--- src/wgm_pkg.sv ---
// shared types, codes and helpers for the wildcard glob matcher
`default_nettype none

package wgm_pkg;

    // pattern codes with a wildcard meaning
    localparam logic [15:0] GLOB_ANY_ONE = 16'h003F;
    localparam logic [15:0] GLOB_ANY_RUN = 16'h002A;

    // ascii range folded to lower case
    localparam logic [15:0] ASCII_UPPER_A = 16'h0041;
    localparam logic [15:0] ASCII_UPPER_Z = 16'h005A;
    localparam logic [15:0] ASCII_CASE_OFFSET = 16'h0020;

    // configuration register indexes
    typedef logic [2:0] t_cfg_idx;
    localparam t_cfg_idx CFG_PATTERN_CHARS_0_3   = 3'd0;
    localparam t_cfg_idx CFG_PATTERN_CHARS_4_7   = 3'd1;
    localparam t_cfg_idx CFG_PATTERN_CHARS_8_11  = 3'd2;
    localparam t_cfg_idx CFG_PATTERN_CHARS_12_15 = 3'd3;
    localparam t_cfg_idx CFG_PATTERN_LENGTH      = 3'd4;

    // register geometry
    localparam int CFG_DATA_W     = 64;
    localparam int CHAR_W         = 16;
    localparam int CHARS_PER_WORD = 4;
    localparam int CFG_CHAR_SLOTS = 16;
    localparam int CFG_LENGTH_W   = 5;

    // one name item as held in the input register
    typedef struct packed {
        logic [15:0] name_char;
        logic        last_char;
        logic        name_empty;
    } t_item;

    // fold ascii upper case to lower case, everything else unchanged
    function automatic logic [15:0] fold_ascii(input logic [15:0] c);
        logic [15:0] r;
        r = c;
        if (c >= ASCII_UPPER_A && c <= ASCII_UPPER_Z) begin
            r = c + ASCII_CASE_OFFSET;
        end
        return r;
    endfunction

endpackage

`default_nettype wire

--- src/wildcard_glob_matcher.sv ---
// top level of the streaming case-insensitive glob matcher
`default_nettype none

// Matches streamed names against a glob pattern held in configuration: '?'
// takes any one character, '*' any run (also empty), other characters compare
// after folding ASCII A-Z to lower case. Send one name character per item with
// tlast on the final one; an item with tuser[0] set stands for an empty name
// and carries no character. Each name gives one result item (tdata[0] = match)
// at its end. Throughput is one character per clock unless a name-end item
// waits on a held result: the set of active pattern positions is updated in
// a single pass between the input register and the state register, so a new
// item is taken every cycle; the result register offers the result item once
// its name-end item leaves the input register. Write the pattern only while
// no name is being fed or between names. The output register holds a result
// while the sink stalls and the input side keeps taking mid-name characters.
module wildcard_glob_matcher #(
    parameter int MAX_PATTERN_LENGTH = 16
) (
    input  logic        i_clk,
    input  logic        i_rst_n,
    // configuration write port
    input  logic        i_cfg_we,
    input  logic [2:0]  i_cfg_idx,
    input  logic [63:0] i_cfg_data,
    // name input
    input  logic        s_axis_tvalid,
    output logic        s_axis_tready,
    input  logic [15:0] s_axis_tdata,   // [15:0] name_char
    input  logic        s_axis_tlast,
    input  logic [0:0]  s_axis_tuser,   // [0] name_empty
    // match output
    output logic        m_axis_tvalid,
    input  logic        m_axis_tready,
    output logic [7:0]  m_axis_tdata    // [0] matched, [7:1] zero
);

    localparam int N  = MAX_PATTERN_LENGTH;
    localparam int LW = $clog2(N + 1);
    localparam int NS = (N < wgm_pkg::CFG_CHAR_SLOTS) ? N : wgm_pkg::CFG_CHAR_SLOTS;
    localparam logic [N:0] ACTIVE_RESET = {{N{1'b0}}, 1'b1};

    logic [NS-1:0][15:0]                  r_pattern;
    logic [wgm_pkg::CFG_LENGTH_W-1:0]     r_len;
    logic [N-1:0][15:0]                   pattern_full;
    logic [LW-1:0]                        used_len;

    logic                                 r_in_valid;
    wgm_pkg::t_item                       r_item;
    logic [N:0]                           r_active;
    logic [N:0]                           n_active;
    logic                                 step_matched;

    logic                                 r_out_valid;
    logic                                 r_matched;

    logic                                 gives_result;
    logic                                 proc;

    // configuration registers
    always_ff @(posedge i_clk) begin
        if (!i_rst_n) begin
            r_pattern <= '0;
            r_len     <= '0;
        end else if (i_cfg_we) begin
            unique case (i_cfg_idx)
                wgm_pkg::CFG_PATTERN_CHARS_0_3,
                wgm_pkg::CFG_PATTERN_CHARS_4_7,
                wgm_pkg::CFG_PATTERN_CHARS_8_11,
                wgm_pkg::CFG_PATTERN_CHARS_12_15: begin
                    for (int s = 0; s < NS; s++) begin
                        if (i_cfg_idx[1:0] == 2'(s / wgm_pkg::CHARS_PER_WORD)) begin
                            r_pattern[s] <= i_cfg_data[(s % wgm_pkg::CHARS_PER_WORD)
                                                       * wgm_pkg::CHAR_W +: wgm_pkg::CHAR_W];
                        end
                    end
                end
                wgm_pkg::CFG_PATTERN_LENGTH: begin
                    r_len <= i_cfg_data[wgm_pkg::CFG_LENGTH_W-1:0];
                end
                default: begin
                end
            endcase
        end
    end

    // pattern positions past the register slots read as zero characters
    genvar g;
    generate
        for (g = 0; g < N; g++) begin : g_pat
            if (g < NS) begin : g_stored
                assign pattern_full[g] = r_pattern[g];
            end else begin : g_zero
                assign pattern_full[g] = '0;
            end
        end
    endgenerate

    // length saturates at the pattern capacity
    always_comb begin
        if (int'(r_len) > N) begin
            used_len = LW'(N);
        end else begin
            used_len = LW'(r_len);
        end
    end

    // handshake: an item leaves the input register unless its result is blocked
    assign gives_result  = r_item.last_char || r_item.name_empty;
    assign proc          = r_in_valid && (!gives_result || !r_out_valid || m_axis_tready);
    assign s_axis_tready = !r_in_valid || proc;

    // input register
    always_ff @(posedge i_clk) begin
        if (!i_rst_n) begin
            r_in_valid <= 1'b0;
        end else if (s_axis_tready) begin
            r_in_valid <= s_axis_tvalid;
        end
    end

    always_ff @(posedge i_clk) begin
        if (s_axis_tready && s_axis_tvalid) begin
            r_item.name_char  <= s_axis_tdata;
            r_item.last_char  <= s_axis_tlast;
            r_item.name_empty <= s_axis_tuser[0];
        end
    end

    // one-pass position update
    wgm_step #(
        .N (N)
    ) u_step (
        .i_item        (r_item),
        .i_active      (r_active),
        .i_pattern     (pattern_full),
        .i_len         (used_len),
        .o_active_next (n_active),
        .o_matched     (step_matched)
    );

    // active-position state
    always_ff @(posedge i_clk) begin
        if (!i_rst_n) begin
            r_active <= ACTIVE_RESET;
        end else if (proc) begin
            r_active <= n_active;
        end
    end

    // result register
    always_ff @(posedge i_clk) begin
        if (!i_rst_n) begin
            r_out_valid <= 1'b0;
        end else if (proc && gives_result) begin
            r_out_valid <= 1'b1;
        end else if (m_axis_tready) begin
            r_out_valid <= 1'b0;
        end
    end

    always_ff @(posedge i_clk) begin
        if (proc && gives_result) begin
            r_matched <= step_matched;
        end
    end

    assign m_axis_tvalid = r_out_valid;
    assign m_axis_tdata  = {7'b0, r_matched};

`ifndef NO_ASSERTIONS
    // a name end always leaves the position set at its restart value
    a_restart_after_end: assert property (@(posedge i_clk) disable iff (!i_rst_n)
        (proc && gives_result) |=> (r_active == ACTIVE_RESET))
        else $error("active positions not restarted after name end");

    // a new result appears only when a name-end item was processed
    a_result_from_end: assert property (@(posedge i_clk) disable iff (!i_rst_n)
        (!r_out_valid ##1 r_out_valid) |-> $past(proc && gives_result))
        else $error("result shown without a name-end item");

    // a held item in the input register does not change while it waits
    a_input_hold: assert property (@(posedge i_clk) disable iff (!i_rst_n)
        (r_in_valid && !proc) |=> (r_in_valid && $stable(r_item)))
        else $error("stalled input item lost or changed");

    // the state never moves without an item being processed
    a_state_idle: assert property (@(posedge i_clk) disable iff (!i_rst_n)
        (!proc && $past(i_rst_n)) |=> $stable(r_active))
        else $error("active positions changed with no item");
`endif

endmodule

`default_nettype wire

--- src/wgm_step.sv ---
// next active-position set and match bit for one name item
`default_nettype none

module wgm_step #(
    parameter int N = 16
) (
    input  wgm_pkg::t_item                 i_item,
    input  logic [N:0]                     i_active,
    input  logic [N-1:0][15:0]             i_pattern,
    input  logic [$clog2(N+1)-1:0]         i_len,
    output logic [N:0]                     o_active_next,
    output logic                           o_matched
);

    localparam int LW = $clog2(N + 1);
    localparam logic [N:0] ACTIVE_RESET = {{N{1'b0}}, 1'b1};

    logic [N-1:0] in_use;
    logic [N-1:0] is_run;
    logic [N-1:0] is_step;
    logic [N-1:0] run_mask;
    logic [15:0]  name_fold;
    logic [N:0]   cur;
    logic [N:0]   nxt;
    logic [N:0]   fin;
    logic [N:0]   empty_set;

    // a reached star also reaches the position after it; the spread through
    // a run of stars is the carry chain of (start bits + star mask)
    function automatic logic [N:0] expand(input logic [N:0] src, input logic [N-1:0] run);
        logic [N:0] s;
        logic [N:0] a;
        logic [N:0] c;
        s = {1'b0, run};
        a = src & s;
        c = (a + s) ^ a ^ s;
        return src | c;
    endfunction

    // per-position character classes
    assign name_fold = wgm_pkg::fold_ascii(i_item.name_char);
    always_comb begin
        for (int i = 0; i < N; i++) begin
            in_use[i]  = (LW'(i) < i_len);
            is_run[i]  = (i_pattern[i] == wgm_pkg::GLOB_ANY_RUN);
            is_step[i] = (i_pattern[i] == wgm_pkg::GLOB_ANY_ONE)
                      || (wgm_pkg::fold_ascii(i_pattern[i]) == name_fold);
        end
    end
    assign run_mask = is_run & in_use;

    // advance the active set by one character
    assign cur = expand(i_active, run_mask);
    always_comb begin
        nxt = '0;
        for (int i = 0; i < N; i++) begin
            if (cur[i] && in_use[i]) begin
                if (is_run[i]) begin
                    nxt[i] = 1'b1;
                end else if (is_step[i]) begin
                    nxt[i+1] = 1'b1;
                end
            end
        end
    end

    // end-of-name evaluation
    assign fin       = expand(nxt, run_mask);
    assign empty_set = expand(ACTIVE_RESET, run_mask);

    always_comb begin
        priority if (i_item.name_empty) begin
            o_matched     = empty_set[i_len];
            o_active_next = ACTIVE_RESET;
        end else if (i_item.last_char) begin
            o_matched     = fin[i_len];
            o_active_next = ACTIVE_RESET;
        end else begin
            o_matched     = 1'b0;
            o_active_next = nxt;
        end
    end

endmodule

`default_nettype wire

--- config.mk ---
export PLATFORM = sky130hd
export DESIGN_NAME = wildcard_glob_matcher
export DESIGN_NICKNAME = d
export VERILOG_FILES = /design/src/wgm_pkg.sv /design/src/wildcard_glob_matcher.sv /design/src/wgm_step.sv
export SDC_FILE = /design/constraint.sdc
export NUM_CORES = 1
export LEC_CHECK = 0
export CAP_MARGIN = 20
export CORE_UTILIZATION = 40
export DETAILED_ROUTE_END_ITERATION = 10
export DONT_BUFFER_PORTS = 1
export GPL_ROUTABILITY_DRIVEN = 0
export PLACE_DENSITY = 0.67
export SKIP_LAST_GASP = 1
export SYNTH_ARGS = -nofsm -noshare
export SYNTH_HDL_FRONTEND = slang
export SYNTH_HIERARCHICAL = 1
export SYNTH_SLANG_ARGS = --single-unit
--- constraint.sdc ---
create_clock -name i_clk -period 3.85 [get_ports i_clk]
set_input_delay 1.155 -clock i_clk [delete_from_list [all_inputs] [get_ports i_clk]]
set_output_delay 1.155 -clock i_clk [all_outputs]
set_load 0.02 [all_outputs]
# == Yosys cells after proc, flatten, opt, wreduce, memory -nomap -nowiden ==
# Cells that the tools add are included.
# Widths: inputs -> output; s select.
# classes
add_sub_neg,20
order_cmp,52
n_eq_ne,55
n_mux,92
n_bitwise,11
n_reduce_logical,68
# op_table
cell,count
$eq 16x6->1 const B,32
$mux 16,19
$add 16x6->16 const B,17
$ge 16x7->1 const B,17
$le 16x7->1 const B,17
$eq 16x16->1,16
$mux 1,54
$lt 4x5->1 const A,8
$logic_and 1x1->1,36
$xor 17x16->17,2
$and 16x16->16,2
$mux 2,16
$xor 16x16->16,2
$logic_or 1x1->1,20
$lt 3x5->1 const A,4
$add 1x16->17,1
$add 17x16->17,1
$and 17x16->17,1
$or 17x17->17,1
$xor 17x1->17,1
$xor 17x17->17,1
$add 16x16->16,1
$or 16x16->16,1
$reduce_and 3->1,4
17 further kinds,24
# word_totals
regBits,298
inputBits,90
output_inout_bits,10
word_cells,322

# == Logic depth before layout (Yosys ltp) ==
# Gate-level depths: netlist of the first run.
# logic_depth
word_depth,50
depth_mapped,21
mapped_depth_nobuf,20

# == Modules after synthesis ==
# Netlist of the first run, hierarchy kept.
# modules_own_cells
module,instances,cells_each,area_per_inst_um2,seq_area_each_um2
wildcard_glob_matcher,1,1194,10747.8,6175.9
wgm_step,1,1232,8220.4,0.0

# == Worst setup path before layout of the first run ==
# OpenSTA, ideal clock, no wires.
# synth_path
path_type,register to register
start,reg r_item[14] (netlist name)
end,"reg r_matched, data pin"
setup_time_ns,0.260
t_arrival_ns,3.959
required_time_ns,3.590
slack_ns,-0.369
path_stages_with_launch,20
path_buffers,2
period_less_slack_ns,4.219
cell_sequence,edfxtp_1 buf_6 or4_4 or3_4 o41ai_4 buf_6 xnor2_1 a21oi_1 o31ai_1 nor2_1 ha_1 nor4_1 and2_1 a21oi_1 a2bb2oi_1 a211oi_1 a211oi_1 a311o_1 nand4b_1 o21ai_1
# synth_between
elab_chain_cells,19
word_cells_on_any_way,109
cone_classes,add/sub (2); order compare (2); eq/ne (16); mux (68); bitwise (4); reduce/logical (17)
# synth_rtl
item,line_no,rtl
from (decl),wildcard_glob_matcher.sv:48,wgm_pkg::t_item r_item;
$ge 16x7->1 / $le 16x7->1 (equally long branches),wgm_pkg.sv:41,if (c >= ASCII_UPPER_A && c <= ASCII_UPPER_Z) begin
$logic_and 1x1->1,wgm_pkg.sv:41,
$mux 16 (*),wgm_pkg.sv:41,
$eq 16x16->1,wgm_step.sv:47,|| (wgm_pkg::fold_ascii(i_pattern[i]) == name_fold);
$logic_or 1x1->1,wgm_step.sv:47,
$mux 1,wgm_step.sv:60,end else if (is_step[i]) begin
$mux 1,wgm_step.sv:58,if (is_run[i]) begin
$mux 2,wgm_step.sv:57,if (cur[i] && in_use[i]) begin
[4 not listed],-,
$xor 17x17->17,wgm_step.sv:36,c = (a + s) ^ a ^ s;
$xor 17x16->17,wgm_step.sv:36,
$or 17x17->17 (*),wgm_step.sv:37,return src | c;
$bmux 1 s5 (*),wgm_step.sv:76,o_matched = fin[i_len];
$mux 1 (not written as such) (*),wgm_step.sv:76,
$mux 1 (*),wgm_step.sv:75,end else if (i_item.last_char) begin
$mux 1 (*),wgm_step.sv:72,priority if (i_item.name_empty) begin
net step_matched,wildcard_glob_matcher.sv:51,logic step_matched;
to (signal assigned),wildcard_glob_matcher.sv:163,r_matched <= step_matched;
to (decl),wildcard_glob_matcher.sv:54,logic r_matched;
# The timed path passes the listed nets; every way through them passes the cells marked *. The select of a mux whose other input is x is not followed.
# A chain may end at the register's enable or synchronous reset.

# == Final worst setup path of the first run ==
# layout_path
start,"reg r_pattern, in the netlist pattern_full[17]"
end,"reg r_matched, data pin"
# layout_between
elab_chain_cells,20
word_cells_on_any_way,76
cone_classes,add/sub (4); order compare (2); eq/ne (3); mux (39); bitwise (11); reduce/logical (17)
# layout_rtl
item,line_no,rtl
from (decl),wildcard_glob_matcher.sv:42,logic [NS-1:0][15:0] r_pattern;
"from (signal, indexed assignment)",wildcard_glob_matcher.sv:72,r_pattern[s] <= i_cfg_data[(s % wgm_pkg::CHARS_PER_WORD)
$eq 16x6->1,wgm_step.sv:45,is_run[i] = (i_pattern[i] == wgm_pkg::GLOB_ANY_RUN);
$and 16x16->16,wgm_step.sv:50,assign run_mask = is_run & in_use;
$and 16x16->16,wgm_step.sv:35,a = src & s;
$add 16x16->16,wgm_step.sv:36,
$xor 16x16->16 (2 in a row),wgm_step.sv:36,
$or 16x16->16,wgm_step.sv:37,
$logic_and 1x1->1,wgm_step.sv:57,
$mux 2,wgm_step.sv:57,
[4 not listed],-,
$xor 17x17->17,wgm_step.sv:36,
$xor 17x16->17,wgm_step.sv:36,
$or 17x17->17,wgm_step.sv:37,
$bmux 1 s5,wgm_step.sv:76,
$mux 1 (not written as such),wgm_step.sv:76,
$mux 1,wgm_step.sv:75,
$mux 1 (*),wgm_step.sv:72,
net step_matched,wildcard_glob_matcher.sv:51,
# Marked as above.

==> impl_results.md, run 1 <==
- Result of the run: finished, violations left
- Violated checks: design-rule violations, negative setup slack
- Total global routing overflow: 0
- TritonCTS clock tree: done
- Crit path buf inv count: 1
- Met3 Resource Use GR: 0.05066
- Die extent in x: 219.5 um
- Initial core utilization: 0.4057
- Antenna Nets Post-Route: 0
- Net count, final: 2,788
- Cell count after synthesis: 2,421
- Total global routing track utilization: 0.2776
- Global-route wire length before repair: 104,100 um
- Transition time at the pin with the least slew margin: 963.0 ps
- Slowest stage delay, CP: 520 ps
- Number of failing hold endpoints at the final stage: 0
- Total power divided by cell area: 312.4 mW/mm2
- Total Die Area: 0.04819 mm2
- Flop2flop setup slack: -370 ps
- Min-delay worst type: flop to flop
- Largest driver fanout on the critical path: 4
- Placed wire-length estimate after detailed placement: 51,580 um
- Leakage Power: 0.008633 uW
- Hold Crit Endpoint: r_active[12]
- Routed wire length: 69,410 um
- Normalized max-slew margin: 0.3580
- Total cell area at the placement stage: 0.02180 mm2
- Final worst-path cycle share: 1.097
- Total standard cell area after synthesis: 0.01893 mm2
- DRC violations left: 15
- Drt wl/cell: 20.96 um
- Non-filler instance count after layout: 3,311
- Buffers added on ports: 0
- Met2 GRT Util: 0.4619
- Count of placed standard cells including taps: 3,236
- Clock latency on the worst-skew pair: 530 ps
- Commonest cells after routing, fill and taps aside: 405 x nand2_1, 365 x buf_4, 275 x dfxtp_1
- Number of clock buffers inserted by TritonCTS: 34
- Cell-by-cell listing of the critical path: or4bb_1, and4bb_1, nand2_1, nor2_2, ha_2, or3_1, a31o_1, nand4_1, buf_4, a311oi_4, nor2_4, o21a_1, a211o_1, a21boi_4, nor2_1, nor3_1, a211oi_2, a31oi_1, o21ai_1
- Number of detailed-routing iterations run before antenna repair: 8
- Source of the worst hold timing path: r_active[12]
- Data required time at the worst endpoint: 4240 ps
- Category of the worst setup path capture point: flop
- Per-instance average area after synthesis: 7.818 um2
- Worst hold path stage count: 2
- Final-report max-slew violation count: 0
- Post-route cell area: 0.02334 mm2
- Vert. Die Dim: 219.5 um
- Via count: 19,801
- Critical Path Source: pattern_full[17]
- Reg clk slew, reported paths: 60 ps
- Vias per Instance: 5.980
- Number of maximum-capacitance violations: 0
- Kind of cell with the highest combined delay on the critical path: simple AND/OR/NAND/NOR gates
- Core Footprint: 0.04665 mm2
- Clock sink count: 298
- Antenna violations before repair: 6
- Area growth syn-to-layout: 23.33%
- Top Usage Layer GRT: met2
- Final setup slack of the worst path: -373.9 ps
- Worst IR drop on VDD: 0.3053 mV
- Ports placed on the boundary: 100
- Setup violators final: 1
- Proportion of layout cells with a drive suffix above 1: 0.2027
- Classification of the worst setup path: flop to flop
- Number of placement rows: 79
- Vias in the first global route: 18,600
- Setup repair after global routing missed its margin: true
- Critical-path cell with the highest stage delay: or4bb_1
- Clock root buffer master: clkbuf_16
- Worst-case hold slack: 466.8 ps
- Clock H-tree levels: 2
- R2R cell count: 19
- Number of warnings issued by yosys: 6
- Number of hold buffers added after CTS: 0
- Number of DRC markers in iteration 0: 2,047
- Pin count of the biggest net entering global routing: 359
- Endpoint arrival time on the critical path: 4620 ps
- Endpoint of the most critical register-to-register path: r_matched
- Start of the worst register-to-register path: pattern_full[17]
- Maximum clock frequency: 236.7 MHz
- Max Buffers Root-to-Sink: 3
- Commonest non-fill, non-tap cell in the layout: nand2_1
- Met1 track demand over resource: 0.3421
- Post-Route Skew: 21.79 ps
- Final min period: 4224 ps
- Worst setup SP type: flop
[registers in the layout, summed over array words and instances (netlist names)]
| name | count |
|---|---|
| pattern_full | 256 |
| r_matched | 1 |
| r_item | 18 |
| r_in_valid | 1 |
| r_len | 5 |
| r_active | 16 |
| m_axis_tvalid | 1 |
[worst min-delay path, delay by kind of cell (launching register included)]
family / cells / cell delay [ps]
multiplexers: 1 / 50
flip-flops: 1 / 310
AND/OR/NAND/NOR: 1 / 50
[through the flow]
step / TNS [ps] / utilization / setup WS [ps] / power (uW)
finish: -373.9 / 0.5003 / -373.9 / 7293
global route: -659.5 / 0.5002 / -544.6 / 7501
CTS: -332.6 / 0.4929 / -332.6 / 7296
detailed placement: -479.4 / 0.4673 / -479.4 / 4177
global placement: -470.3 / 0.4673 / -470.3 / 4154
floorplan: -266.3 / - / -266.3 / 3894
[routing by layer]
layer / wire length (um) / share of wire
met4: 3749 / 0.054
met1: 27710 / 0.40
met3: 5759 / 0.083
met2: 32180 / 0.46
met5: 13 / 0.00019
[report_power, final]
| group | internal (uW) | total (uW) | switching (uW) |
|---|---|---|---|
| Sequential | 3190 | 3260 | 69.7 |
| Combinational | 387 | 898 | 511 |
| Clock | 1800 | 3140 | 1340 |
| Total | 5380 | 7290 | 1920 |
[layout make-up]
type | count | area, um2
clock inverter | 9 | 55.05
timing repair buffer | 375 | 2897
inverter | 40 | 150.1
tap | 607 | 759.5
multi-input combinational | 1929 | 12310
clock buffer | 47 | 992.2
fill | 4409 | 23310
antenna | 6 | 15.01
sequential | 298 | 6161
[worst max-delay path by stage]
stage / slack, ps / to / cells after the start
after floorplan: -270 / r_matched / 19
final: -370 / r_matched / 19
after global placement: -470 / r_matched / 19
after detailed placement: -480 / r_matched / 19
after CTS: -330 / r_matched / 20
after global routing: -540 / r_matched / 15
[repair_timing]
item,CTS,global route
resized for setup,22,55
pin swaps,15,33
setup buffers,7,9
endpoints found under the setup margin,1,5
hold endpoints to repair,0,0
Note: power is estimated with default switching activity, not from simulation.
==> run 2: changes to the inputs <==
- BUFFER_PORTS_ARGS: default -> -buffer_cell sky130_fd_sc_hd__buf_2
- DONT_BUFFER_PORTS: 1 -> default
- PLACE_DENSITY: 0.67 -> 0.69
==> run 2 against run 1 <==
Net effect:
- the flow still finishes with violations (design-rule violations, negative setup slack)
- die area stayed put
- sequential share of layout area is 0.14 points lower
- sequential cell count stayed put
- register-to-register slack worse by 120 ps
- sequential power hardly changed
- cell area is 0.47% higher
- first-iteration DRC count is 13% higher
- combinational power is 14% higher
- utilization is 0.24 points higher
- critical path type unchanged
- largest cell class unchanged
==> impl_results.md, run 2 (same netlist as run 1, synthesis figures left out) <==
- Count of placed standard cells including taps: 3,287 (+1.6%)
- Crit path buf inv count: 1 (unchanged)
- Normalized max-slew margin: 0.3946 (+0.03656)
- Total global routing overflow: 0 (unchanged)
- Number of hold buffers added after CTS: 0 (unchanged)
- Setup repair after global routing missed its margin: true
- Number of detailed-routing iterations run before antenna repair: 10 (+2)
- Worst slack at placement: -617.8 ps (-138.4 ps)
- Core Footprint: 0.04665 mm2 (unchanged)
- Critical-path cell with the highest stage delay: or4_1
- Number of clock buffers inserted by TritonCTS: 35 (+2.9%)
- Cell-by-cell listing of the critical path: buf_4, or4_1, nor2_2, a2111oi_2, or3b_1, a2111oi_4, a21oi_2, o31ai_2, nor2_1, ha_2, nor4_2, and2_1, a21oi_2, a2bb2oi_1, a211oi_1, a211oi_1, a311o_1, nand4b_1, o21ai_1
- Clock latency on the worst-skew pair: 530 ps (about the same)
- Buffers added on ports: 92 (+92)
- Initial core utilization: 0.4057 (unchanged)
- Classification of the worst setup path: flop to flop
- Worst IR drop on VDD: 0.3279 mV (+7.4%)
- Maximum clock frequency: 230.1 MHz (-2.8%)
- Worst-case hold slack: 480.5 ps (+13.71 ps)
- Antenna violations before repair: 1 (-5)
- Total power divided by cell area: 336.9 mW/mm2 (+7.8%)
- Commonest non-fill, non-tap cell in the layout: nand2_1
- Routed wire length: 69,020 um (-0.56%)
- Final setup slack of the worst path: -495.6 ps (-121.7 ps)
- Clock root buffer master: clkbuf_16
- Number of placement rows: 79 (unchanged)
- Transition time at the pin with the least slew margin: 908.1 ps (-54.85 ps)
- Vert. Die Dim: 219.5 um (unchanged)
- Proportion of layout cells with a drive suffix above 1: 0.2102 (+0.007497)
- Largest driver fanout on the critical path: 8 (+4)
- Final worst-path cycle share: 1.129 (+0.03162)
- Ports placed on the boundary: 100 (unchanged)
- Min-delay worst type: flop to flop
- Final-report max-slew violation count: 0 (unchanged)
- Via count: 20,107 (+1.5%)
- Placed wire-length estimate after detailed placement: 51,240 um (-0.65%)
- Endpoint arrival time on the critical path: 4610 ps (about the same)
- TritonCTS clock tree: done
- Kind of cell with the highest combined delay on the critical path: compound AO/OA/AOI/OAI gates
- Die extent in x: 219.5 um (unchanged)
- Total Die Area: 0.04819 mm2 (unchanged)
- Number of DRC markers in iteration 0: 2,320 (+13%)
- Area growth syn-to-layout: 23.91%
- Flop2flop setup slack: -500 ps (-120 ps)
- DRC violations left: 12 (-3)
- Number of flip-flops in the largest register: 256 (unchanged)
- Max Buffers Root-to-Sink: 3 (unchanged)
- Vias per Instance: 5.979 (about the same)
- Post-Route Skew: 19.36 ps (-2.433 ps)
- Net count, final: 2,839 (+1.8%)
- Total global routing track utilization: 0.2817 (+0.004153)
- Violated checks: design-rule violations, negative setup slack
- Pin count of the biggest net entering global routing: 106 (-70%)
- Layout fillers: 4,431 (+0.50%)
- Leakage Power: 0.008840 uW (+2.4%)
- Antenna Nets Post-Route: 0 (unchanged)
- Vias in the first global route: 19,412 (+4.4%)
- Drt wl/cell: 20.52 um (-2.1%)
- Slowest stage delay, CP: 490 ps (-30 ps)
- Final min period: 4346 ps (+121.7 ps)
- Non-filler instance count after layout: 3,363 (+1.6%)
- Worst setup SP type: flop
- Number of maximum-capacitance violations: 0 (unchanged)
- Setup violators final: 1 (unchanged)
- Commonest cells after routing, fill and taps aside: 405 x nand2_1, 327 x buf_4, 278 x dfxtp_1
- Clock sink count: 298 (unchanged)
- Number of failing hold endpoints at the final stage: 0 (unchanged)
- Data required time at the worst endpoint: 4120 ps (-120 ps)
- Global-route wire length before repair: 106,300 um (+2.2%)
- Clock H-tree levels: 2 (unchanged)
- Reg clk slew, reported paths: 60 ps (about the same)
- Result of the run: finished, violations left
- Category of the worst setup path capture point: flop
[run 2: changes by cell type in the layout (fill, tap and decap cells not counted), sizes merged]
cell / before / now
clkinv: 3 / 8
diode: 6 / 2
clkinvlp: 3 / 1
bufinv: 0 / 5
inv: 43 / 41
buf: 375 / 425
[run 2: through the flow]
step | power [uW] | TNS, ps | area, um2 | util
after global placement | 4283 | -468.2 | 21950 | 0.4704
after detailed placement | 4309 | -667.3 | 21950 | 0.4704
final | 7901 | -495.6 | 23450 | 0.5027
after global routing | 8129 | -746.0 | 23450 | 0.5026
after floorplan | 3894 | -266.3 | 18970 | -
after CTS | 7905 | -434.5 | 23330 | 0.5000
[run 2: cell type report]
| type | instances | area, um2 | area share |
|---|---|---|---|
| diodes | 2 | 5.005 | 0.0002134 |
| clock inverters | 15 | 217.7 | 0.009283 |
| multi-input cells | 1929 | 12080 | 0.5152 |
| repair buffers | 425 | 3045 | 0.1299 |
| well taps | 607 | 759.5 | 0.03238 |
| flip-flops and latches | 298 | 6157 | 0.2625 |
| inverters | 40 | 150.1 | 0.006402 |
| clock buffers | 47 | 1035 | 0.04412 |
[run 2: power breakdown]
group	switching (uW)	internal, uW	leakage, uW
clock network	1390	2230	0.000616
registers	71.4	3190	0.00244
logic	618	402	0.00578
[run 2: final timing paths]
kind                   to  cells past startpoint             from
max             r_matched                     19  pattern_full[5]
min reg2reg  r_active[12]                      2     r_active[12]
max reg2reg     r_matched                     19  pattern_full[5]
min          r_active[12]                      2     r_active[12]
[run 2: per-layer routing]
metal	global-route usage	up-vias	part of all wire
met5	0	-	0
met4	0.1806	0	0.069
met3	0.05052	301	0.092
met2	0.4465	1108	0.45
met1	0.3517	9378	0.39
li1	-	9320	-
[run 2: worst reg2reg max path, delay by kind of cell, from the launching register on]
| kind | cells | cell delay (ps) |
|---|---|---|
| AND/OR/NAND/NOR | 7 | 1570 |
| flip-flops | 1 | 330 |
| AO/OA/AOI/OAI | 10 | 1820 |
| adder cells (fa/ha/maj) | 1 | 190 |
| buffers and inverters | 1 | 170 |
[run 2: repair_timing]
action | in CTS | in global routing
pin swaps | 4 | 13
setup endpoints to repair | 3 | 6
resized for setup | 11 | 23
setup buffers | 10 | 2
